File: src/rtl/core/dedup_sort_param_list_assert.svh
// Assertion macros shared by the RTL of the sorted parameter list block.
`ifndef DEDUP_SORT_PARAM_LIST_ASSERT_SVH
`define DEDUP_SORT_PARAM_LIST_ASSERT_SVH

// Same-cycle implication, checked outside reset.
`define DSPL_ASSERT_NOW(lbl, clk, rst, ante, cons, msg) \
   lbl: assert property (@(posedge clk) disable iff (rst) (ante) |-> (cons)) \
      else $error(msg);

// Next-cycle implication, checked outside reset.
`define DSPL_ASSERT_NEXT(lbl, clk, rst, ante, cons, msg) \
   lbl: assert property (@(posedge clk) disable iff (rst) (ante) |=> (cons)) \
      else $error(msg);

`endif

File: src/rtl/core/dspl_pkg.sv
package dspl_pkg;

   localparam int VALUE_W      = 16;
   localparam int LIST_SIZE_DEF = 8;

endpackage

File: src/rtl/core/dspl_if.sv
// Input channel: one list entry per beat.
interface dspl_req_if;
   logic                           valid;
   logic                           ready;
   logic [dspl_pkg::VALUE_W-1:0]   item_value;
   logic                           item_last;

   modport source (output valid, output item_value, output item_last, input ready);
   modport sink   (input valid, input item_value, input item_last, output ready);
endinterface

// Result channel: one sorted value per beat.
interface dspl_rsp_if;
   logic                           valid;
   logic                           ready;
   logic [dspl_pkg::VALUE_W-1:0]   sorted_value;
   logic                           sorted_last;
   logic                           overflowed;

   modport source (output valid, output sorted_value, output sorted_last,
                   output overflowed, input ready);
   modport sink   (input valid, input sorted_value, input sorted_last,
                   input overflowed, output ready);
endinterface

File: src/rtl/core/dedup_sort_param_list.sv
// Channel   Dir  Payload                                  Handshake
// req_bus   in   item_value[15:0], item_last              valid/ready
// rsp_bus   out  sorted_value[15:0], sorted_last, overflowed   valid/ready
//
// Loading: one entry beat per cycle into a LIST_SIZE-word memory, registered read.
// Each distinct result needs a scan of the n stored entries (one read each, then
// a settle state) plus its rsp beat; zero padding then goes one beat a cycle
// while rsp ready is high. The registered read port is why each scan ends in settle.
// Sync active-high reset clears count, overflow, found and read-valid flags and FSM, not the memory.
// req_ready is low from the last entry to the final result beat; rsp stalls hold.
module dedup_sort_param_list #(
   parameter int LIST_SIZE = dspl_pkg::LIST_SIZE_DEF
) (
   input  logic           clock,
   input  logic           reset,
   dspl_req_if.sink       req_bus,
   dspl_rsp_if.source     rsp_bus
);

   `include "dedup_sort_param_list_assert.svh"

   localparam int VW = dspl_pkg::VALUE_W;
   localparam int CW = $clog2(LIST_SIZE + 1);
   localparam int AW = (LIST_SIZE > 1) ? $clog2(LIST_SIZE) : 1;

   localparam logic [1:0] ST_LOAD   = 2'd0;
   localparam logic [1:0] ST_SCAN   = 2'd1;
   localparam logic [1:0] ST_SETTLE = 2'd2;
   localparam logic [1:0] ST_EMIT   = 2'd3;

   logic [1:0]    state_ff, state_in;
   logic [CW-1:0] count_ff, count_in;
   logic          ovf_ff, ovf_in;
   logic [CW-1:0] emit_cnt_ff, emit_cnt_in;
   logic [AW-1:0] rd_addr_ff, rd_addr_in;
   logic          rd_vld_ff;
   logic [VW-1:0] rd_data_ff;
   logic [VW-1:0] prev_ff, prev_in;   // last value emitted, search floor
   logic [VW-1:0] best_ff, best_in;   // smallest value above prev seen so far
   logic          found_ff, found_in;

   logic [VW-1:0] entry_mem [LIST_SIZE];

   logic          req_acc, rsp_acc, mem_wr, has_room, is_last_rsp;
   logic [CW-1:0] count_m1;
   logic [AW-1:0] last_addr;

   assign has_room    = (count_ff < CW'(LIST_SIZE));
   assign req_acc     = req_bus.valid && req_bus.ready;
   assign rsp_acc     = rsp_bus.valid && rsp_bus.ready;
   assign mem_wr      = req_acc && has_room;
   assign count_m1    = count_ff - CW'(1);
   assign last_addr   = count_m1[AW-1:0];
   assign is_last_rsp = (emit_cnt_ff == count_m1);

   assign req_bus.ready        = (state_ff == ST_LOAD);
   assign rsp_bus.valid        = (state_ff == ST_EMIT);
   assign rsp_bus.sorted_value = found_ff ? best_ff : '0;
   assign rsp_bus.sorted_last  = is_last_rsp;
   assign rsp_bus.overflowed   = ovf_ff;

   // entry memory: write on load, one registered read per scan cycle
   always_ff @(posedge clock) begin
      if (mem_wr) begin
         entry_mem[count_ff[AW-1:0]] <= req_bus.item_value;
      end
      rd_data_ff <= entry_mem[rd_addr_ff];
   end

   always_comb begin
      state_in    = state_ff;
      count_in    = count_ff;
      ovf_in      = ovf_ff;
      emit_cnt_in = emit_cnt_ff;
      rd_addr_in  = rd_addr_ff;
      prev_in     = prev_ff;
      best_in     = best_ff;
      found_in    = found_ff;

      // fold in the word read last cycle
      if (rd_vld_ff && (rd_data_ff > prev_ff) && (!found_ff || (rd_data_ff < best_ff))) begin
         best_in  = rd_data_ff;
         found_in = 1'b1;
      end

      case (state_ff)
         ST_LOAD: begin
            if (req_acc) begin
               if (has_room) begin
                  count_in = count_ff + CW'(1);
               end else begin
                  ovf_in = 1'b1;
               end
               if (req_bus.item_last) begin
                  state_in    = ST_SCAN;
                  emit_cnt_in = '0;
                  rd_addr_in  = '0;
                  prev_in     = '0;    // zero is never above the floor
                  found_in    = 1'b0;
               end
            end
         end
         ST_SCAN: begin
            if (rd_addr_ff == last_addr) begin
               state_in = ST_SETTLE;
            end else begin
               rd_addr_in = rd_addr_ff + AW'(1);
            end
         end
         ST_SETTLE: begin
            state_in = ST_EMIT;
         end
         ST_EMIT: begin
            if (rsp_acc) begin
               emit_cnt_in = emit_cnt_ff + CW'(1);
               if (is_last_rsp) begin
                  state_in = ST_LOAD;
                  count_in = '0;
                  ovf_in   = 1'b0;
               end else if (found_ff) begin
                  // search for the next distinct value
                  state_in   = ST_SCAN;
                  prev_in    = best_ff;
                  found_in   = 1'b0;
                  rd_addr_in = '0;
               end
               // not found: stay here and pad with zeros
            end
         end
         default: begin
            state_in = ST_LOAD;
         end
      endcase
   end

   always_ff @(posedge clock) begin
      if (reset) begin
         state_ff  <= ST_LOAD;
         count_ff  <= '0;
         ovf_ff    <= 1'b0;
         rd_vld_ff <= 1'b0;
         found_ff  <= 1'b0;
      end else begin
         state_ff  <= state_in;
         count_ff  <= count_in;
         ovf_ff    <= ovf_in;
         rd_vld_ff <= (state_ff == ST_SCAN);
         found_ff  <= found_in;
      end
   end

   always_ff @(posedge clock) begin
      emit_cnt_ff <= emit_cnt_in;
      rd_addr_ff  <= rd_addr_in;
      prev_ff     <= prev_in;
      best_ff     <= best_in;
   end

   `DSPL_ASSERT_NOW(a_no_overlap, clock, reset, rsp_bus.valid, !req_bus.ready,
                    "result offered while entries are still being loaded")
   `DSPL_ASSERT_NOW(a_count_bound, clock, reset, 1'b1, count_ff <= CW'(LIST_SIZE),
                    "entry count beyond list capacity")
   `DSPL_ASSERT_NEXT(a_list_clear, clock, reset, rsp_acc && rsp_bus.sorted_last,
                     (count_ff == '0) && !ovf_ff && req_bus.ready,
                     "list state not cleared after final result")
   `DSPL_ASSERT_NOW(a_ascending, clock, reset, rsp_bus.valid && found_ff,
                    best_ff > prev_ff, "result not above previous value")

endmodule

File: src/flat_wrapper.sv
// flat-port wrapper written by rule: the top's interface ports become plain ports
module dedup_sort_param_list_flat 
#(
   parameter int LIST_SIZE = dspl_pkg::LIST_SIZE_DEF
)
  (clock, reset, req_bus_valid, req_bus_item_value, req_bus_item_last, req_bus_ready, rsp_bus_valid, rsp_bus_sorted_value, rsp_bus_sorted_last, rsp_bus_overflowed, rsp_bus_ready);
  dspl_req_if req_bus_i ();
  dspl_rsp_if rsp_bus_i ();
  input  logic clock;
  input  logic reset;
  input wire logic [$bits(req_bus_i.valid)-1:0] req_bus_valid;
  input wire logic [$bits(req_bus_i.item_value)-1:0] req_bus_item_value;
  input wire logic [$bits(req_bus_i.item_last)-1:0] req_bus_item_last;
  output wire logic [$bits(req_bus_i.ready)-1:0] req_bus_ready;
  output wire logic [$bits(rsp_bus_i.valid)-1:0] rsp_bus_valid;
  output wire logic [$bits(rsp_bus_i.sorted_value)-1:0] rsp_bus_sorted_value;
  output wire logic [$bits(rsp_bus_i.sorted_last)-1:0] rsp_bus_sorted_last;
  output wire logic [$bits(rsp_bus_i.overflowed)-1:0] rsp_bus_overflowed;
  input wire logic [$bits(rsp_bus_i.ready)-1:0] rsp_bus_ready;
  assign req_bus_i.valid = req_bus_valid;
  assign req_bus_i.item_value = req_bus_item_value;
  assign req_bus_i.item_last = req_bus_item_last;
  assign req_bus_ready = req_bus_i.ready;
  assign rsp_bus_valid = rsp_bus_i.valid;
  assign rsp_bus_sorted_value = rsp_bus_i.sorted_value;
  assign rsp_bus_sorted_last = rsp_bus_i.sorted_last;
  assign rsp_bus_overflowed = rsp_bus_i.overflowed;
  assign rsp_bus_i.ready = rsp_bus_ready;
  dedup_sort_param_list #(.LIST_SIZE(LIST_SIZE)) u_core (.clock(clock), .reset(reset), .req_bus(req_bus_i), .rsp_bus(rsp_bus_i));
endmodule
File: config.mk
export PLATFORM = sky130hd
export DESIGN_NAME = dedup_sort_param_list_flat
export DESIGN_NICKNAME = d
export VERILOG_FILES = /design/src/rtl/core/dspl_pkg.sv /design/src/rtl/core/dspl_if.sv /design/src/rtl/core/dedup_sort_param_list.sv /design/src/flat_wrapper.sv
export VERILOG_INCLUDE_DIRS = /design/src /design/src/rtl/core
export SDC_FILE = /design/constraint.sdc
export NUM_CORES = 1
export LEC_CHECK = 0
export ABC_AREA = 1
export CAP_MARGIN = 30
export CORE_MARGIN = 2
export CORE_UTILIZATION = 60
export CTS_CLUSTER_SIZE = 16
export DETAILED_ROUTE_END_ITERATION = 7
export DONT_BUFFER_PORTS = 1
export GPL_TIMING_DRIVEN = 0
export PLACE_DENSITY_LB_ADDON = 0.25
export RECOVER_POWER = 25
export SLEW_MARGIN = 20
export SYNTH_ARGS = -nofsm -noshare
export SYNTH_HDL_FRONTEND = slang
export SYNTH_SLANG_ARGS = --single-unit
File: constraint.sdc
create_clock -name clock -period 3.2 [get_ports clock]
set_clock_uncertainty 0.05 [all_clocks]
set_input_delay 0.48 -clock clock [delete_from_list [all_inputs] [get_ports clock]]
set_output_delay 0.48 -clock clock [all_outputs]
set_load 0.02 [all_outputs]
After elaboration in Yosys (flattened, before gate mapping)

Memories as Yosys holds them, arrays and structs flattened. A register that Yosys moved wholly into a read port is not among the register bits.
Cells that the tools add are included.

Add/sub/neg operators: 4
Multiply operators: 0
Div/mod/pow operators: 0
Magnitude comparators: 3
Eq/ne operators: 16
Shifts and indexed selects: 0
Muxes and demuxes: 44
Bitwise logic cells: 0
Reductions and logical operators: 16

Operator list:

| operator                                         | count |
|---|---|
| two-way mux 16 bit                               | 6 |
| case mux 16 bit (2 select lines)                 | 1 |
| two-way mux 4 bit                                | 7 |
| two-way mux 3 bit                                | 6 |
| != test 2 bit, second input constant             | 9 |
| > comparator 16 bit                              | 1 |
| < comparator 16 bit                              | 1 |
| case mux 4 bit (2 select lines)                  | 2 |
| AND reduction 5 bit                              | 3 |
| two-way mux 1 bit                                | 12 |
| two-way mux 2 bit                                | 6 |
| case mux 3 bit (3 select lines)                  | 1 |
| adder 4 x 1 -> 4 bit, second input constant      | 2 |
| case mux 2 bit (4 select lines)                  | 1 |
| AND reduction 7 bit                              | 1 |
| AND reduction 6 bit                              | 1 |
| logical AND 1 bit                                | 5 |
| == test 2 bit, second input constant             | 2 |
| == test 4 bit                                    | 1 |
| < comparator 4 bit, second input constant        | 1 |
| case mux 1 bit (2 select lines)                  | 2 |
| AND reduction 4 bit                              | 1 |
| subtractor 4 x 1 -> 4 bit, second input constant | 1 |
| adder 3 x 1 -> 3 bit, second input constant      | 1 |
| 9 further kinds                                  | 9 |

Flip-flop bits (word level): 48
Latch bits: 0
RAM bits: 128
ROM bits: 0
Output and inout port bits: 20
Logic and storage cells: 93
Memories kept: 1

Memories:

| name             | depth | bits a word | rd ports | clocked after Yosys merged registers in | write ports | RTL line                    | text |
|---|---|---|---|---|---|---|---|
| u_core.entry_mem | 8     | 16          | 1        | 1                                       | 1           | dedup_sort_param_list.sv:42 | `logic [VW-1:0] entry_mem [LIST_SIZE];` |

Logic depth before layout (Yosys ltp)

Word-level depth: 8
Depth in mapped cells: 13
Gate-level depth less buffers: 13

Least setup slack after synthesis

No wires, ideal clock.

Kind: reg-to-reg
From: register u_core.state_ff[0]
To: memory u_core.entry_mem[6][0] (netlist name), enable pin
Data arrival time: 2.401 ns
Required time: 2.741 ns
Slack: 0.340 ns
Cell stages (with the launch flop): 9
Buffers on the path: 0
Cells stage by stage: dfxtp_1 inv_1 ha_1 inv_1 nor2_1 inv_1 nor2_1 nand2_1 nor3_1

Longest elaborated chain between the ends: 5

Ends and longest elaborated chain:

| item                                    | RTL line                     | text |
|---|---|---|
| start, declared                         | dedup_sort_param_list.sv:31  | `logic [1:0] state_ff, state_in;` |
| start signal, assigned                  | dedup_sort_param_list.sv:144 | `state_ff <= state_in;` |
| zero test 2 bit                         | dedup_sort_param_list.sv:56  | `assign req_bus.ready = (state_ff == ST_LOAD);` |
| named net req_bus_ready                 | flat_wrapper.sv:14           | `output wire logic [$bits(req_bus_i.ready)-1:0] req_bus_ready;` |
| logical AND 1 bit                       | dedup_sort_param_list.sv:49  | `assign req_acc = req_bus.valid && req_bus.ready;` |
| logical AND 1 bit                       | dedup_sort_param_list.sv:51  | `assign mem_wr = req_acc && has_room;` |
| two-way mux 1 bit                       | dedup_sort_param_list.sv:64  | `if (mem_wr) begin` |
| two-way mux 1 bit (not written as such) | dedup_sort_param_list.sv:65  | `entry_mem[count_ff[AW-1:0]] <= req_bus.item_value;` |
| end, declared                           | dedup_sort_param_list.sv:42  |  |

The timed path passes the listed nets, and every way through them passes these cells.

Worst setup path after layout

From: register u_core.state_ff[1]
To: memory u_core.entry_mem[7][7] (netlist name), enable pin

Same word-level chain as after synthesis.

==> flow_metrics.tcl <==
set metrics [dict create \
    syn_inst 767 \
    hold_buffers 0 \
    drtPass1Iterations 5 \
    clk_latency_ns 0.43 \
    grt_max_degree 17 \
    r2r-start "u_core.state_ff[1]" \
    crit_end "u_core.entry_mem[7][7]" \
    die_width_um 122 \
    cts_tree "built" \
    hold_class "in -> reg" \
    start_util_pct 60.9 \
    cts_setup_buffers 0 \
    crit_type "reg -> reg" \
    hold_violations 0 \
    start_kind "flip-flop" \
    outcome "completed" \
    cts.repair.resized 0 \
    ys_types 32 \
    fin_crit_ns 2.62 \
    r2r_setup_slack_ns 0.58 \
    crit_required_ns 3.29 \
    cts_sinks 192 \
    numCtsBuffers 17 \
    p_leak_nw 3.76 \
    clk_pin_slew_ns 0.07 \
    rows 43 \
    power.total_w 0.00826 \
    post-route-period-util_pct 82.0 \
    grt_usage_pct 24.6 \
    numPortBuffers 0 \
    die_area_mm2 0.0149 \
    cts_root_buffer "clkbuf_16" \
    initialDrtViolationCount 607 \
    avgRoutedWirePerCell_um 17.7 \
    worstMarginPinSlew_ns 0.868 \
    coreArea_mm2 0.0138 \
    reg2reg_depth 9 \
    pre_cts_ws_ns 0.625 \
    setup.worst_path.start "u_core.state_ff[1]" \
    grt_setup_unrepaired "false" \
    crit_path_end_kind "flip-flop" \
    final_cell_mix "167 x edfxtp_1, 135 x nor2_1, 97 x nand2_1" \
    grt_pass1_wl_um 27200 \
    multi_input_area_mm2 0.00239 \
    finalMaxSlewViolations 0 \
    maxCapViolCount 0 \
    syn_nets 827 \
    fillers 1016 \
    clk_path_buf_depth 2 \
    dieHeight_um 122 \
    worstPathMaxFanout 9 \
    relSlewSlack_pct 42.2 \
    synth-seq-cells 192 \
    grt_remaining_overflow 0 \
    ant_nets 0 \
    grt_pass1_vias 5431 \
    hpwl_um 12400 \
    fin_ws_ns 0.577 \
    htree_levels 4 \
    drc 0 \
    register_area_mm2 0.00552 \
    p_per_area_mw_per_mm2 885 \
    r2r_end "u_core.entry_mem[7][7]" \
    nNetsFinal 856 \
    netlist_area_mm2 0.00839 \
    drive_gt1_share_pct 9.89 \
    peakVddDrop_v 0.000527 \
    antenna_found_initial 0 \
    wl_um 17500 \
    synth_warnings 0 \
    final_common_cell "edfxtp_1" \
    synth-seq-area-share_pct 65.8 \
    io_pins 41 \
    area.growth.synth_to_final_pct 11.3 \
    via_count 5615 \
    critPathArrivalTime_ns 2.71 \
    setup_viol 0 \
    syn_avg_cell_area_um2 10.9 \
    max_freq_ghz 0.381 \
    diodes 0 \
    place_congestion 0.867 \
    avgViaCountPerCell 5.68 \
    whs_ns 0.0641 \
]
## Yosys cell counts (all sizes together)
cell	number	area (um2)
nand4	1	6.26
o22ai	16	100
edfxtp	167	5010
nor3	2	10.0
o21ai	71	355
nand2	100	383
or2	1	8.76
clkbuf	12	45.0
nand3b	1	7.51
xnor2	5	43.8
nand3	19	105
xor2	1	8.76
ha	39	488
o21bai	2	15.0
a21oi	29	160
o21a	3	22.5
dfxtp	25	500
inv	96	363
o211ai	1	12.5
a31oi	16	100
buf	18	104
nor2	142	533
## metal layers
| layer | up-vias | part of all wire, % | global-route usage (%) |
|---|---|---|---|
| li1 | 2657 | - | - |
| met1 | 2665 | 41 | 31.6 |
| met2 | 260 | 49 | 40.6 |
| met3 | 33 | 7.4 | 5.48 |
| met4 | 0 | 2.3 | 10.8 |
| met5 | - | 0 | 0 |
## registers in the layout, indices dropped and copies added (netlist names)
register	cells
u_core.rsp_bus.overflowed	1
u_core.rd_vld_ff	1
u_core.count_ff	4
u_core.prev_ff	16
u_core.entry_mem	128
u_core.rd_data_ff	16
u_core.emit_cnt_ff	4
u_core.rd_addr_ff	3
u_core.found_ff	1
u_core.state_ff	2
u_core.best_ff	16
## cell type report
cell class              instances  share of cell area, %
flip-flops and latches        192                   59.1
multi-input cells             449                   25.6
clock buffers                  17                   4.56
inverters                      96                   3.89
well taps                     180                   2.41
plain buffers                  30                   1.59
clock inverters                15                   1.54
repair buffers                 10                   1.33
## kinds of logic (layout without fill, tap and decap cells)
logic type               count (synthesis)  after routing  share of synthesized area, %
AND/OR/NAND/NOR                        266            266                          12.6
flip-flops                             192            192                          65.8
AO/OA/AOI/OAI                          138            138                          9.13
adder cells (fa/ha/maj)                 39             39                          5.82
buffers and inverters                  126            168                          6.10
XOR/XNOR                                 6              6                         0.627
## metrics by stage
step           instance area, um2  cells  TNS [ns]  utilization (%)
6_report                     9340    989         0             67.8
3_3_place_gp                 8610    947    -12.68             62.5
3_5_place_dp                 8770    957         0             63.6
4_1_cts                      9340    989         0             67.8
5_1_grt                      9340    989         0             67.8
2_1_floorplan                8390    767         0                -
## critical path: stages (launching register included)
cell	delay (ns)
dfxtp_1	0.35
inv_1	0.11
ha_1	0.36
inv_1	0.18
nor2_1	0.15
inv_1	0.05
nor2_1	0.20
inv_1	0.11
nor2_2	0.52
buf_6	0.24
## how the worst min path moves through the flow
stage	startpoint	end	slack (ns)	depth (start not counted)
CTS	reset	u_core.count_ff[3]	0.06	1
floorplan	u_core.rd_data_ff[0]	u_core.best_ff[0]	0.36	0
global route	reset	u_core.count_ff[3]	0.05	1
global placement	u_core.rd_data_ff[0]	u_core.best_ff[0]	0.37	0
finish	reset	u_core.count_ff[3]	0.06	1
detailed placement	u_core.rd_data_ff[0]	u_core.best_ff[0]	0.37	0
## power breakdown
group / switching, W / internal (W)
sequential: 0.000267 / 0.00324
clock: 0.000881 / 0.00114
combinational: 0.00182 / 0.000917
total: 0.00297 / 0.00530
Power figures use the tool's default switching activity.
